==> src/rtl/core/max_weight_increasing_subsequence_defines.svh <==
// ----------------------------------------------------------------------------
// Assertion macros for the increasing-subsequence block
// Two forms of clocked check: same-cycle implication and next-cycle implication.
// ----------------------------------------------------------------------------
`ifndef MAX_WEIGHT_INCREASING_SUBSEQUENCE_DEFINES_SVH
`define MAX_WEIGHT_INCREASING_SUBSEQUENCE_DEFINES_SVH

// Check that cons holds in any cycle in which ante holds.
`define MWIS_ASSERT_NOW(label, clk, rst_n, ante, cons, msg) \
	label: assert property (@(posedge clk) disable iff (!rst_n) (ante) |-> (cons)) \
		else $error(msg);

// Check that cons holds in the cycle after one in which ante holds.
`define MWIS_ASSERT_NEXT(label, clk, rst_n, ante, cons, msg) \
	label: assert property (@(posedge clk) disable iff (!rst_n) (ante) |=> (cons)) \
		else $error(msg);

`endif

==> src/rtl/core/mwis_pkg.sv <==
// ----------------------------------------------------------------------------
// mwis_pkg
// Word layouts, fixed field widths and sequencer controls.
// ----------------------------------------------------------------------------
package mwis_pkg;

	localparam int KEY_W    = 11;
	localparam int WEIGHT_W = 32;
	localparam int BEST_W   = 42;
	localparam int RUN_W    = 41;

	typedef struct packed {
		logic [KEY_W-1:0]           key;
		logic signed [WEIGHT_W-1:0] weight;
	} item_t;

	typedef struct packed {
		logic signed [BEST_W-1:0] best_ending_here;
		logic [RUN_W-1:0]         running_best;
	} result_t;

	// Controls from the sequencer to the datapath.
	typedef struct packed {
		logic clr;   // clearing pass: write zero
		logic start; // word accepted: capture weight, zero the prefix max
		logic acc;   // read data is a query node: fold into the prefix max
		logic add;   // form the sum ending here
		logic merge; // read data is an update node: write back the larger
		logic load;  // present the result word
	} ctl_t;

endpackage

==> src/rtl/core/mwis_seq.sv <==
// ----------------------------------------------------------------------------
// mwis_seq
// Sequencer: clearing pass, tree walk addresses and datapath controls.
// ----------------------------------------------------------------------------
module mwis_seq #(
	parameter int KEY_RANGE = 1024
) (
	input  logic                             clk,
	input  logic                             arst_n,
	input  logic                             in_valid,
	input  logic [mwis_pkg::KEY_W-1:0]       key,
	output logic                             in_ready,
	input  logic                             out_free,
	output mwis_pkg::ctl_t                   ctl,
	output logic                             ram_re,
	output logic [$clog2(KEY_RANGE+1)-1:0]   ram_raddr,
	output logic                             ram_we,
	output logic [$clog2(KEY_RANGE+1)-1:0]   ram_waddr
);
	localparam int AW = $clog2(KEY_RANGE + 1);
	localparam int IW = ((AW > mwis_pkg::KEY_W) ? AW : mwis_pkg::KEY_W) + 1;
	localparam logic [IW-1:0] TOP  = IW'(KEY_RANGE);
	localparam logic [AW-1:0] LAST = AW'(KEY_RANGE);

	typedef enum logic [2:0] {
		S_CLEAR,
		S_IDLE,
		S_QUERY,
		S_ADD,
		S_UPDATE,
		S_DONE
	} state_t;

	state_t                     state_q;
	logic [IW-1:0]              idx_q;
	logic [mwis_pkg::KEY_W-1:0] key_q;
	logic [AW-1:0]              clr_q;
	logic [AW-1:0]              waddr_s1;
	logic                       acc_s1;
	logic                       upd_s1;

	logic [IW-1:0] lowbit;
	logic [IW-1:0] key_m1;
	logic [IW-1:0] q_start;
	logic [IW-1:0] u_start;
	logic          accept;
	logic          q_live;
	logic          u_live;

	always_comb begin
		lowbit  = idx_q & (~idx_q + IW'(1));
		key_m1  = IW'(key) - IW'(1);
		// query covers keys below this one, capped at the top of the range
		q_start = (key == '0) ? '0 : ((key_m1 > TOP) ? TOP : key_m1);
		// keys outside the range leave the tree alone
		u_start = ((key_q != '0) && (IW'(key_q) <= TOP)) ? IW'(key_q) : '0;
		accept  = in_valid && (state_q == S_IDLE);
		q_live  = (state_q == S_QUERY) && (idx_q != '0);
		u_live  = (state_q == S_UPDATE) && (idx_q != '0) && (idx_q <= TOP);

		in_ready  = (state_q == S_IDLE);
		ram_re    = q_live || u_live;
		ram_raddr = idx_q[AW-1:0];
		ram_we    = (state_q == S_CLEAR) || upd_s1;
		ram_waddr = (state_q == S_CLEAR) ? clr_q : waddr_s1;

		ctl.clr   = (state_q == S_CLEAR);
		ctl.start = accept;
		ctl.acc   = acc_s1;
		ctl.add   = (state_q == S_ADD);
		ctl.merge = upd_s1;
		ctl.load  = (state_q == S_DONE) && out_free;
	end

	always_ff @(posedge clk or negedge arst_n) begin
		if (!arst_n) begin
			state_q  <= S_CLEAR;
			clr_q    <= '0;
			idx_q    <= '0;
			acc_s1   <= 1'b0;
			upd_s1   <= 1'b0;
			key_q    <= '0;
			waddr_s1 <= '0;
		end else begin
			acc_s1   <= q_live;
			upd_s1   <= u_live;
			waddr_s1 <= idx_q[AW-1:0];
			unique case (state_q)
				S_CLEAR: begin
					clr_q <= clr_q + AW'(1);
					if (clr_q == LAST) begin
						state_q <= S_IDLE;
					end
				end
				S_IDLE: begin
					if (accept) begin
						key_q   <= key;
						idx_q   <= q_start;
						state_q <= S_QUERY;
					end
				end
				S_QUERY: begin
					// descend: strip the lowest set bit
					if (q_live) begin
						idx_q <= idx_q - lowbit;
					end else begin
						state_q <= S_ADD;
					end
				end
				S_ADD: begin
					idx_q   <= u_start;
					state_q <= S_UPDATE;
				end
				S_UPDATE: begin
					// ascend: add the lowest set bit
					if (u_live) begin
						idx_q <= idx_q + lowbit;
					end else begin
						state_q <= S_DONE;
					end
				end
				S_DONE: begin
					if (out_free) begin
						state_q <= S_IDLE;
					end
				end
				default: begin
					state_q <= S_CLEAR;
				end
			endcase
		end
	end
endmodule

==> config.mk <==
export PLATFORM = sky130hd
export DESIGN_NAME = mwis_seq
export DESIGN_NICKNAME = d
export VERILOG_FILES = /design/src/rtl/core/max_weight_increasing_subsequence_defines.svh /design/src/rtl/core/mwis_pkg.sv /design/src/rtl/core/mwis_seq.sv
export SDC_FILE = /design/constraint.sdc
export NUM_CORES = 1
export LEC_CHECK = 0
export ABC_CLOCK_PERIOD_IN_PS = 3700
export BUFFER_PORTS_ARGS = -buffer_cell sky130_fd_sc_hd__buf_2
export CAP_MARGIN = 0
export CORE_MARGIN = 3
export CORE_UTILIZATION = 46
export DETAILED_ROUTE_END_ITERATION = 16
export PLACE_DENSITY_LB_ADDON = 0.3
export SLEW_MARGIN = 20
export SYNTH_ARGS = -nofsm -noshare
export SYNTH_HDL_FRONTEND = slang
export SYNTH_SLANG_ARGS = --single-unit
==> constraint.sdc <==
create_clock -name clk -period 3.7 [get_ports clk]
set_clock_uncertainty 0.1 [all_clocks]
set_input_delay 0.555 -clock clk [delete_from_list [all_inputs] [get_ports clk]]
set_output_delay 0.555 -clock clk [all_outputs]
set_load 0.02 [all_outputs]
# --- Yosys cells after proc, flatten, opt, wreduce, memory -nomap -nowiden ---
# Index checks and enable logic that the tools add are counted.
op_classes:
  addsub: 5
  magnitude_cmp: 3
  eq_ne: 13
  muxes: 14
  n_bitwise: 2
  n_reduce_logical: 16
ops:
  columns: ["op", "count"]
  rows:
  - ["12-bit 2-to-1 mux", 5]
  - ["12-bit one-hot mux with 4 select lines", 1]
  - ["11-bit 2-to-1 mux", 2]
  - ["3-bit one-hot mux with 6 select lines", 1]
  - ["3-bit 2-to-1 mux", 5]
  - ["12-bit by 1-bit adder with 12-bit output (second input constant)", 1]
  - ["12-bit adder", 1]
  - ["12-bit AND", 1]
  - ["12-bit by 11-bit > comparator with 1-bit output (second input constant)", 1]
  - ["12-bit by 11-bit less-or-equal comparator with 1-bit output (second input constant)", 1]
  - ["12-bit NOT", 1]
  - ["12-bit nonzero test", 1]
  - ["11-bit by 1-bit subtractor with 12-bit output (second input constant)", 1]
  - ["12-bit subtractor", 1]
  - ["11-bit by 1-bit adder with 11-bit output (second input constant)", 1]
  - ["11-bit == test (second input constant)", 1]
  - ["11-bit less-or-equal comparator (second input constant)", 1]
  - ["11-bit zero test", 1]
  - ["11-bit nonzero test", 1]
  - ["2-bit inequality test (second input constant)", 5]
  - ["3-bit by 2-bit == test with 1-bit output (second input constant)", 2]
  - ["3-bit == test (second input constant)", 2]
  - ["1-bit logical AND", 6]
  - ["5-bit AND reduction", 1]
  - ["other kinds (7)", 9]
word_totals:
  ff_bits: 50
  in_bits: 15
  output_inout_bits: 31
  elab_cells: 60

# --- Depth between registers and ports, before layout ---
# Gate-level depths: netlist of the first run.
logic_depth:
  depth_word: 6
  ltp_mapped: 12
  ltp_nobuf: 12

# --- Worst setup path before layout of the first run ---
# No wires, ideal clock.
synth_path:
  path_kind: "register -> register"
  from: "register idx_q[1]"
  to: "register idx_q[7]"
  setup_time_ns: 0.132
  arrival_ns: 2.652
  path_slack_ns: 0.816
  path_stages_with_launch: 11
  period_less_slack_ns: 2.884
  path_cell_list: "dfrtp_1 -> or3_1 -> or3_1 -> o21a_1 -> ha_1 -> a21o_1 -> a31oi_1 -> a21oi_1 -> or3_1 -> a31oi_1 -> a32oi_1"
synth_between:
  elab_chain_len: 6
  word_cells_on_any_way: 16
  cone_classes: "add/sub: 3; order compare: 1; eq/ne: 2; mux: 3; bitwise: 2; reduce/logical: 5"
synth_lines:
  columns: ["item", "line_no", "text"]
  rows:
  - ["from (decl)", "mwis_seq.sv:35", "logic [IW-1:0] idx_q;"]
  - ["from (signal assigned)", "mwis_seq.sv:98", "idx_q <= q_start;"]
  - ["from (signal assigned)", "mwis_seq.sv:105", "idx_q <= idx_q - lowbit;"]
  - ["from (signal assigned)", "mwis_seq.sv:111", "idx_q <= u_start;"]
  - ["12-bit NOT", "mwis_seq.sv:51", "lowbit = idx_q & (~idx_q + IW'(1));"]
  - ["12-bit by 1-bit adder with 12-bit output", "mwis_seq.sv:51", null]
  - ["12-bit AND", "mwis_seq.sv:51", null]
  - ["12-bit adder or 12-bit subtractor (tied branches)", "mwis_seq.sv:117, mwis_seq.sv:105", null]
  - ["12-bit 2-to-1 mux (on tied branches)", "mwis_seq.sv:116, mwis_seq.sv:104", null]
  - ["12-bit one-hot mux with 4 select lines", "mwis_seq.sv:88", "unique case (state_q)"]
# Several ways; a longest one is shown, not always the timed one. The select of a mux whose other input is x is not followed.
# A chain may end at the register's enable or synchronous reset.

# --- Worst setup path after layout of the first run ---
layout_path:
  from: "register idx_q[1]"
  to: "output ram_re"
layout_between:
  elab_chain_len: 4
  word_cells_on_any_way: 6
  cone_classes: "order compare: 1; reduce/logical: 5"
layout_lines:
  columns: ["item", "line_no", "text"]
  rows:
  - ["branches (longest 3 deep; another with 12-bit by 11-bit less-or-equal comparator with 1-bit output)", null, null]
  - ["1-bit logical OR (*)", "mwis_seq.sv:62", "ram_re = q_live || u_live;"]
  - ["to (decl)", "mwis_seq.sv:15", "output logic ram_re,"]
# Mark *: on every way between the ends.

==> results.md, run 1 <==
| Metric | Value |
|:---|:---|
| Final Instance Count excl. Fillers | 495 |
| Portion of total power attributed to the clock network | 0.360 |
| Detailed-route wire length per cell | 15.90 um |
| Cell Int Power | 721.9 uW |
| Final Hold Viols | 0 |
| Net count of the mapped netlist | 401 |
| Cell row count | 30 |
| Number of buffers on the longest clock path | 2 |
| Part of the power in combinational logic | 0.063 |
| Sequential share of power | 0.576 |
| Setup slack on the worst flop-to-flop path | 0.57 ns |
| Iteration count of the initial detailed-routing pass | 4 |
| Cells resized by post-CTS repair | 0 |
| Slew Viols, Final | 0 |
| Total power density per cell area | 251.9 nW/um^2 |
| Clock latency reported for the late side of the worst-skew pair | 0.30 ns |
| Crit path capture type | output port |
| Buffers & Inverters on Critical Path | 1 |
| Final period utilization | 0.8572 |
| Fraction of registers with async set/reset | 1.000 |
| Post-layout power | 947.1 uW |
| Result of the run | completed |
| Number of setup violations in the final report | 0 |
| Total routed wirelength | 7.869 mm |
| Initial antenna violation count | 0 |
| Synth unique cells | 63 |
| Total setup buffers inserted after CTS | 0 |
| Residual antenna-violating net count after detailed routing | 0 |
| Dominant register cell in the synthesized netlist | sky130_fd_sc_hd__dfrtp_1 |
| Number of global-route vias before repair | 2663 |
| Number of sinks driven by the clock tree | 50 |
| Sum of negative setup slack | 0 ns |
| Total GRT Usage | 0.1917 |
| Clock transition at path regs | 0.09 ns |
| Count of buffers from port buffering | 45 |
| FF-to-FF End | idx_q[7] |
| Number of buffers added by the clock tree synthesis step | 5 |
| Largest fanout on the critical path | 8 |
| Share of Yosys cell area claimed by the top area cell type | 0.3648 |
| 1st-iter DRT viols | 126 |
| Data required time at the worst endpoint | 3.04 ns |
| Via count of the routed design | 2860 |
| VDD IR max | 166.4 uV |
| Post-synthesis sequential area ratio | 0.3648 |
| CTS root buf | sky130_fd_sc_hd__clkbuf_8 |
| Yosys top cell by area | sky130_fd_sc_hd__dfrtp_1 |
| Dominant delay contributor by cell family on the critical path | simple AND/OR/NAND/NOR gates |
| Top post-synthesis cells by area | sky130_fd_sc_hd__dfrtp_1, sky130_fd_sc_hd__mux2_2, sky130_fd_sc_hd__ha_1 |
| Total Die Area | 8528 um^2 |
| Routability cong. | 0.9111 |
| Net Sw Power | 225.1 uW |
| Time the worst path needs with I/O delays and setup | 3.172 ns |
| Static power due to leakage | 1.732 nW |
| Diodes inserted | 0 |
| Post-synthesis average cell area | 9.294 um^2 |
| Die boundary width | 92.35 um |
| Net total in the final layout | 430 |
| Remaining max-slew budget at the tightest pin | 0.5746 |
| Fill cell instance count of the final layout | 685 |
| Peak per-stage delay on the critical path | 0.56 ns |
| Area of the core | 7019 um^2 |
| Fraction of layout cells with a size suffix above 1 | 0.2481 |
| Unrepaired setup endpoints after global routing | false |
| Path class of the lowest-slack min-delay path | in -> async |
| Gr ovfl total | 0 |
| Via density per instance | 5.778 |
| Global-route wire length before repair | 13.22 mm |
| Effective utilization at floorplan | 0.4886 |
| Number of top-level design ports | 46 |
| Die span in y | 92.35 um |
| Yosys synthesis warning count | 0 |
| Area of the mapped netlist | 3430 um^2 |
| Crit start category | register |
| Placed Cells incl. Taps | 487 |
| Maximum number of pins on one net before global-route repair | 27 |
| Slew at the pin closest to its max-slew limit | 0.6323 ns |
| Area Growth Syn to Fin | 9.632% |
| Post-detailed-route DRC marker count | 0 |
| Max Clk Rate | 315.3 MHz |
| Slowest cell on crit path | sky130_fd_sc_hd__nor3_1 |
| Switch share | 0.2377 |
| Number of synthesized register bits | 50 |
| Data arrival, critical path | 2.52 ns |
| Clock tree from TritonCTS | built |
| R2R cell count | 10 |
| Level count of the clock H-tree | 2 |
| Synthesized instance count | 369 |
| Startpoint of the lowest-slack register-to-register path | idx_q[1] |
| Placed wire-length estimate after detailed placement | 6.012 mm |
| Hold-fix buffers, CTS | 0 |
| Critical path class | reg -> out |
| Max-cap viol count | 0 |
| Cells along the critical path | nor3_1 -> nand3_1 -> a211o_1 -> a211oi_2 -> buf_2 |
| EDFF count, synth | 0 |
-- area by class of cell --
class | instances | area [um^2] | share of cell area
multi-input cells | 274 | 1956 | 0.5201
flip-flops and latches | 50 | 1251 | 0.3328
repair buffers | 52 | 277.8 | 0.07388
inverters | 15 | 56.30 | 0.01498
clock inverters | 2 | 16.27 | 0.004326
clock buffers | 6 | 82.58 | 0.02196
well taps | 96 | 120.1 | 0.03195
-- cell usage after synthesis (all sizes together) (2+ instances only) --
| master | n |
|---|---|
| or3 | 4 |
| or4 | 3 |
| nand2b | 8 |
| a31oi | 3 |
| nand2 | 33 |
| xnor2 | 15 |
| a21boi | 2 |
| o21ai | 16 |
| a21oi | 16 |
| o22ai | 2 |
| a41oi | 3 |
| a32oi | 2 |
| and2 | 2 |
| clkbuf | 8 |
| xor2 | 6 |
| o221ai | 3 |
| nor2 | 27 |
| buf | 22 |
| nor3 | 15 |
| a21o | 5 |
| a211oi | 3 |
| or2 | 2 |
| nand4 | 3 |
| mux2 | 23 |
| a211o | 2 |
| nand3 | 13 |
| nor4 | 10 |
| nor2b | 2 |
| o21a | 4 |
| or3b | 2 |
| nand3b | 2 |
| dfrtp | 50 |
| inv | 15 |
| and3 | 5 |
| ha | 16 |
| o221a | 3 |
| nor4b | 3 |
-- layout by cell type (no fill, tap or decap), drive strengths merged, types with 5 or more instances in the layout --
cell    netlist  final
and3          5      5
nand2b        8      8
a21oi        16     16
xnor2        15     15
o21ai        16     16
nor4         10     10
ha           16     16
dfrtp        50     50
mux2         23     23
buf          22     52
nand3        13     13
nor2         27     27
xor2          6      6
nand2        33     33
clkbuf        8      6
a21o          5      5
nor3         15     15
inv          15     16
-- metal layers --
metal / vias to the layer above / routed length [um] / GRT usage
li1: 1390 / - / -
met1: 1377 / 3722 / 0.2677
met2: 85 / 3645 / 0.3076
met3: 8 / 415 / 0.04305
met4: 0 / 86 / 0.03589
met5: - / 0 / 0
-- sequential cells by signal (all words and copies together) (netlist names) --
register / count
waddr_s1: 11
upd_s1: 1
state_q: 3
key_q: 11
idx_q: 12
clr_q: 11
acc_s1: 1
-- worst max path at each step --
stage	from	to	cells after the start
2_1_floorplan	idx_q[1]	idx_q[7]	10
3_3_place_gp	idx_q[1]	idx_q[7]	10
3_5_place_dp	idx_q[1]	idx_q[7]	10
4_1_cts	idx_q[1]	ram_re	5
5_1_grt	idx_q[1]	idx_q[9]	11
6_report	idx_q[1]	ram_re	5
-- per-stage QoR --
step                      cell area [um^2]  hold slack [ns]  setup WS (ns)  utilization
after floorplan                       3430           0.1594         0.8163            -
after global placement                3661           0.3699         0.6988       0.5216
after detailed placement              3661           0.3806         0.6260       0.5216
after CTS                             3760           0.1565         0.5153       0.5357
after global routing                  3760           0.1620         0.3744       0.5357
final                                 3760           0.1392         0.5284       0.5357
-- cell families (layout without fill, tap and decap cells) --
group | after synthesis | count (layout) | synth area share
AO/OA/AOI/OAI | 77 | 77 | 0.1675
XOR/XNOR | 21 | 21 | 0.05363
adder cells (fa/ha/maj) | 17 | 17 | 0.06421
buffers and inverters | 45 | 75 | 0.06640
flip-flops | 50 | 50 | 0.3648
multiplexers | 23 | 23 | 0.07552
AND/OR/NAND/NOR | 136 | 136 | 0.2080
-- power by group through the flow --
stage / clock, mW / sequential [mW] / combinational [mW]
after floorplan: 0 / 0.557 / 0.0296
after global placement: 0 / 0.557 / 0.0597
after detailed placement: 0 / 0.557 / 0.0607
after CTS: 0.350 / 0.546 / 0.0608
after global routing: 0.385 / 0.546 / 0.0672
final: 0.341 / 0.546 / 0.0600
Note: power is estimated with default switching activity, not from simulation.
==> run 2: changes to the inputs <==
Settings changed: GPL_TIMING_DRIVEN set to 0.
==> run 2 against run 1 <==
  * Clock power rose by 17%
  * Count of clock-buffer cells in the layout decreased by 1
  * First-iteration DRC count up 32%
  * Sequential share of layout area down 1.0 points
  * Combinational power shrank 3%
  * Cell count increased by 4.0%
  * Global-route usage shrank 0.18 points
  * Die area is the same
  * Sequential cell count unchanged
  * Setup slack worse by 0.027 ns
  * Critical endpoint is now idx_q[7]
  * Largest cell class unchanged
  * Highest routed layer unchanged
==> results.md, run 2 (synthesized netlist as in run 1, its figures left out) <==
| Metric | Value |
|:---|:---|
| Fill cell instance count of the final layout | 683 |
| Placed wire-length estimate after detailed placement | 6.053 mm |
| Total GRT Usage | 0.1900 |
| Fraction of layout cells with a size suffix above 1 | 0.2554 |
| Flip-flop and latch area | 1251 um^2 |
| Number of top-level design ports | 46 |
| Placed Cells incl. Taps | 507 |
| Final period utilization | 0.8646 |
| Commonest cells after routing, fill and taps aside | sky130_fd_sc_hd__dfrtp_1, sky130_fd_sc_hd__buf_2, sky130_fd_sc_hd__nand2_1 |
| Cells resized by post-CTS repair | 0 |
| Die span in y | 92.35 um |
| Die boundary width | 92.35 um |
| Number of sinks driven by the clock tree | 50 |
| Max-cap viol count | 0 |
| Iteration count of the initial detailed-routing pass | 4 |
| Level count of the clock H-tree | 2 |
| Gr ovfl total | 0 |
| Residual antenna-violating net count after detailed routing | 0 |
| Clock tree from TritonCTS | built |
| Diodes inserted | 0 |
| Number of flip-flops in the largest register | 12 |
| Post-layout utilization of the core | 0.5526 |
| Number of buffers on the longest clock path | 2 |
| Part of the power in combinational logic | 0.058 |
| Critical path class | reg -> reg |
| CTS root buf | sky130_fd_sc_hd__clkbuf_8 |
| Result of the run | completed |
| Largest fanout on the critical path | 8 |
| Area of the core | 7019 um^2 |
| Number of global-route vias before repair | 2692 |
| Cell Int Power | 773.5 uW |
| Sum of negative setup slack | 0 ns |
| Clock latency reported for the late side of the worst-skew pair | 0.30 ns |
| Net total in the final layout | 450 |
| Initial antenna violation count | 0 |
| Final Hold Viols | 0 |
| Clock transition at path regs | 0.10 ns |
| Time the worst path needs with I/O delays and setup | 3.199 ns |
| Number of setup violations in the final report | 0 |
| Total routed wirelength | 7.826 mm |
| Largest register by flop count | idx_q |
| Data arrival, critical path | 3.27 ns |
| Data required time at the worst endpoint | 3.77 ns |
| Count of buffers from port buffering | 42 |
| Total Die Area | 8528 um^2 |
| Crit start category | register |
| Slew at the pin closest to its max-slew limit | 0.6525 ns |
| Remaining max-slew budget at the tightest pin | 0.5610 |
| Net Sw Power | 229.8 uW |
| Static power due to leakage | 1.797 nW |
| Area taken by multi-input logic gates | 1951 um^2 |
| Path class of the lowest-slack min-delay path | in -> async |
| Total setup buffers inserted after CTS | 0 |
| Setup slack on the worst flop-to-flop path | 0.50 ns |
| Hold-fix buffers, CTS | 0 |
| Maximum number of pins on one net before global-route repair | 51 |
| Area Growth Syn to Fin | 13.10% |
| Post-detailed-route DRC marker count | 0 |
| Most common cell after layout, fill and taps aside | sky130_fd_sc_hd__dfrtp_1 |
| Post-layout power | 1.003 mW |
| Final Instance Count excl. Fillers | 515 |
| Effective utilization at floorplan | 0.4886 |
| Slew Viols, Final | 0 |
| VDD IR max | 194.4 uV |
| Crit path capture type | register |
| 1st-iter DRT viols | 166 |
| Cell row count | 30 |
| Portion of total power attributed to the clock network | 0.398 |
| Switch share | 0.2290 |
| Unrepaired setup endpoints after global routing | false |
| Routability cong. | 0.8715 |
| Via count of the routed design | 2866 |
| Max Clk Rate | 312.6 MHz |
| Via density per instance | 5.565 |
| Detailed-route wire length per cell | 15.20 um |
| Global-route wire length before repair | 13.29 mm |
| Number of buffers added by the clock tree synthesis step | 5 |
| Total power density per cell area | 258.7 nW/um^2 |
| Sequential share of power | 0.544 |
## run 2: power by group through the flow
stage | clock [mW] | combinational, mW | sequential [mW]
finish | 0.399 | 0.0583 | 0.546
global route | 0.435 | 0.0656 | 0.546
CTS | 0.418 | 0.0587 | 0.546
detailed placement | 0 | 0.0584 | 0.557
global placement | 0 | 0.0573 | 0.557
floorplan | 0 | 0.0296 | 0.557
## run 2: per-layer routing
metal  global-route usage  routed length, um  up-vias
met5                    0                  0        -
met4              0.05446                163        0
met3              0.03087                343       12
met2               0.2979               3589       69
met1               0.2706               3729     1368
li1                     -                  -     1417
## run 2: final timing paths
path	start	end	cells after the start
worst max register to register	idx_q[1]	idx_q[7]	10
worst max-delay path	idx_q[1]	idx_q[7]	10
max in group asynchronous	arst_n	key_q[3]	1
worst min register to register	idx_q[7]	waddr_s1[7]	0
min in group clk	idx_q[7]	waddr_s1[7]	0
worst min-delay path	arst_n	clr_q[4]	1
## run 2: area by class of cell
type                       count  share of cell area
buffer                        30             0.04419
clock buffer                   5             0.01774
clock inverter                 3             0.01226
inverter                      15             0.01452
multi-input combinational    274              0.5029
sequential                    50              0.3226
tap                           96             0.03097
timing repair buffer          42             0.05484
## run 2: worst max-delay path: stages, from the launching register on
cell,delay [ns]
sky130_fd_sc_hd__dfrtp_1,0.47
sky130_fd_sc_hd__or3_1,0.43
sky130_fd_sc_hd__or3_1,0.37
sky130_fd_sc_hd__o21a_1,0.13
sky130_fd_sc_hd__ha_1,0.34
sky130_fd_sc_hd__a21o_1,0.21
sky130_fd_sc_hd__a31oi_1,0.25
sky130_fd_sc_hd__a21oi_1,0.12
sky130_fd_sc_hd__or3_1,0.32
sky130_fd_sc_hd__a31oi_1,0.19
sky130_fd_sc_hd__a32oi_1,0.15
## run 2: through the flow
stage                     hold WS, ns  setup WS (ns)  instance area [um^2]
after CTS                      0.3856         0.5005                  3876
after global routing           0.2138         0.2142                  3879
final                          0.1530         0.5012                  3879
after floorplan                0.1594         0.8163                  3430
after detailed placement       0.3641         0.5107                  3760
after global placement         0.3459         0.5880                  3760
==> run 3: changes to the inputs <==
Settings changed: ABC_AREA set to 1.
==> run 3 against run 2 <==
  * Setup slack improved by 0.54 ns
  * Area after synthesis is 6.9% higher
  * Critical path type is now reg -> out
  * Count of clock-buffer cells in the layout did not move
==> results.md, run 3 <==
| Metric | Value |
|:---|:---|
| Result of the run | completed |
| Number of top-level design ports | 46 |
| Cells resized by post-CTS repair | 0 |
| Remaining max-slew budget at the tightest pin | 0.5790 |
| Synthesized instance count | 522 |
| Number of buffers on the longest clock path | 2 |
| VDD IR max | 228.9 uV |
| Post-synth top cells | sky130_fd_sc_hd__nand2_1, sky130_fd_sc_hd__inv_1, sky130_fd_sc_hd__nor2_1, sky130_fd_sc_hd__dfrtp_1, sky130_fd_sc_hd__nand3_1 |
| R2R cell count | 15 |
| Gr ovfl total | 0 |
| Startpoint of the lowest-slack register-to-register path | idx_q[1] |
| Via density per instance | 5.098 |
| Slew at the pin closest to its max-slew limit | 0.6315 ns |
| Slew Viols, Final | 0 |
| Worst hold-check slack | 0.1410 ns |
| Clock latency reported for the late side of the worst-skew pair | 0.31 ns |
| Area of the core | 7486 um^2 |
| Sum of negative setup slack | 0 ns |
| Fraction of layout cells with a size suffix above 1 | 0.2070 |
| Max Clk Rate | 375.6 MHz |
| Most common cell after layout, fill and taps aside | sky130_fd_sc_hd__nand2_1 |
| Crit path capture type | output port |
| Area taken by multi-input logic gates | 1964 um^2 |
| Number of flip-flops in the largest register | 12 |
| Level count of the clock H-tree | 2 |
| Time the worst path needs with I/O delays and setup | 2.662 ns |
| EDFF count, synth | 0 |
| Total power density per cell area | 930.7 nW/um^2 |
| Clock transition at path regs | 0.10 ns |
| FF-to-FF End | idx_q[10] |
| Max-cap viol count | 0 |
| Dominant register cell in the synthesized netlist | sky130_fd_sc_hd__dfrtp_1 |
| Data arrival, critical path | 2.01 ns |
| Net total in the final layout | 606 |
| Routability cong. | 0.9276 |
| Via count of the routed design | 3436 |
| Share of Yosys cell area claimed by the top area cell type | 0.3414 |
| Number of synthesized register bits | 50 |
| Fill cell instance count of the final layout | 737 |
| Post-detailed-route DRC marker count | 0 |
| Detailed-route wire length per cell | 12.80 um |
| Die boundary width | 95.26 um |
| Routed wire length on met2 | 4.198 mm |
| Total GRT Usage | 0.2074 |
| Detailed-routed wire length on met3 | 438 um |
| Synth unique cells | 38 |
| Cell with the most instances after synthesis | sky130_fd_sc_hd__nand2_1 |
| Hold-fix buffers, CTS | 0 |
| Commonest cells after routing, fill and taps aside | sky130_fd_sc_hd__nand2_1, sky130_fd_sc_hd__inv_1, sky130_fd_sc_hd__nor2_1 |
| Capture point of the critical path | ram_re |
| Number of global-route vias before repair | 3202 |
| Critical path class | reg -> out |
| Area Growth Syn to Fin | 12.05% |
| Number of setup violations in the final report | 0 |
| Cell row count | 31 |
| Unrepaired setup endpoints after global routing | false |
| Residual antenna-violating net count after detailed routing | 0 |
| 1st-iter DRT viols | 189 |
| Data required time at the worst endpoint | 3.04 ns |
| Post-layout utilization of the core | 0.5486 |
| Initial antenna violation count | 0 |
| Largest fanout on the critical path | 6 |
| Fraction of registers with async set/reset | 1.000 |
| Static power due to leakage | 2.193 nW |
| Flip-flop and latch area | 1251 um^2 |
| Yosys top cell by area | sky130_fd_sc_hd__dfrtp_1 |
| Diodes inserted | 0 |
| Area of the mapped netlist | 3665 um^2 |
| Crit start category | register |
| Final design instance area without fill | 4106 um^2 |
| Number of buffers added by the clock tree synthesis step | 5 |
| Final Hold Viols | 0 |
| Post-synthesis sequential area ratio | 0.3414 |
| Iteration count of the initial detailed-routing pass | 4 |
| Slack of the critical path | 1.038 ns |
| Top post-synthesis cells by area | sky130_fd_sc_hd__dfrtp_1, sky130_fd_sc_hd__nand2_1, sky130_fd_sc_hd__inv_1 |
| Clock tree from TritonCTS | built |
| Setup slack on the worst flop-to-flop path | 1.07 ns |
| Largest register by flop count | idx_q |
| Total Die Area | 9074 um^2 |
| Final period utilization | 0.7195 |
| Setup crit start | idx_q[1] |
| Effective utilization at floorplan | 0.4896 |
| Die span in y | 95.26 um |
| Post-synthesis average cell area | 7.021 um^2 |
| Yosys synthesis warning count | 0 |
| CTS root buf | sky130_fd_sc_hd__clkbuf_8 |
| Path class of the lowest-slack min-delay path | in -> async |
| Number of sinks driven by the clock tree | 50 |
| Pre-CTS worst setup slack | 1.097 ns |
| Count of buffers from port buffering | 45 |
| Maximum number of pins on one net before global-route repair | 51 |
| Total routed wirelength | 8.625 mm |
| Global-route wire length before repair | 14.79 mm |
| Placed wire-length estimate after detailed placement | 6.978 mm |
| Total setup buffers inserted after CTS | 0 |
| Placed standard-cell area | 4014 um^2 |
| Top Metal Used | met4 |
| Net count of the mapped netlist | 554 |
| Met1 Routed Length | 3.842 mm |
run 3: routing by layer:
layer | vias to the layer above | track usage
li1 | 1761 | -
met1 | 1587 | 0.2674
met5 | - | 0
met2 | 77 | 0.3569
met3 | 11 | 0.03157
met4 | 0 | 0.06370
run 3: worst min-delay path by stage:
stage / from / end / depth (start not counted)
2_1_floorplan: arst_n / acc_s1 / 0
3_3_place_gp: idx_q[3] / waddr_s1[3] / 0
3_5_place_dp: idx_q[3] / waddr_s1[3] / 0
4_1_cts: arst_n / clr_q[2] / 1
5_1_grt: arst_n / state_q[0] / 1
6_report: arst_n / clr_q[2] / 1
run 3: kinds of logic after synthesis:
kind of cell	count (synthesis)	share of synthesized area
multiplexers	1	0.003073
adder cells (fa/ha/maj)	17	0.06009
AND/OR/NAND/NOR	276	0.3411
XOR/XNOR	11	0.02629
AO/OA/AOI/OAI	68	0.1055
flip-flops	50	0.3414
buffers and inverters	99	0.1226
run 3: through the flow:
stage                     total power [mW]  cells
final                                3.822    674
after global routing                 4.244    674
after CTS                            3.834    674
after detailed placement             3.502    666
after global placement               3.449    666
after floorplan                      2.871    522
run 3: layout make-up:
class,instances,share of cell area
Clock inverter,3,0.005180
Buffer,21,0.03748
Timing Repair Buffer,45,0.05545
Inverter,78,0.07191
Tap cell,99,0.03016
Sequential cell,50,0.3047
Clock buffer,5,0.01676
Multi-Input combinational cell,373,0.4784
run 3: power breakdown:
group,switching (mW),internal [mW]
Sequential,0.247,0.776
Combinational,1.56,0.912
Clock,0.192,0.133
Total,2.00,1.82
run 3: critical path: stages (launching register included):
cell and delay [ns]:
sky130_fd_sc_hd__dfrtp_1 0.47, sky130_fd_sc_hd__nor2_2 0.19, sky130_fd_sc_hd__nand2_2 0.10, sky130_fd_sc_hd__nor2_4 0.20, sky130_fd_sc_hd__nand2_2 0.11, sky130_fd_sc_hd__inv_1 0.09
sky130_fd_sc_hd__nor2_1 0.06, sky130_fd_sc_hd__inv_1 0.11, sky130_fd_sc_hd__nand2_1 0.15, sky130_fd_sc_hd__buf_2 0.20
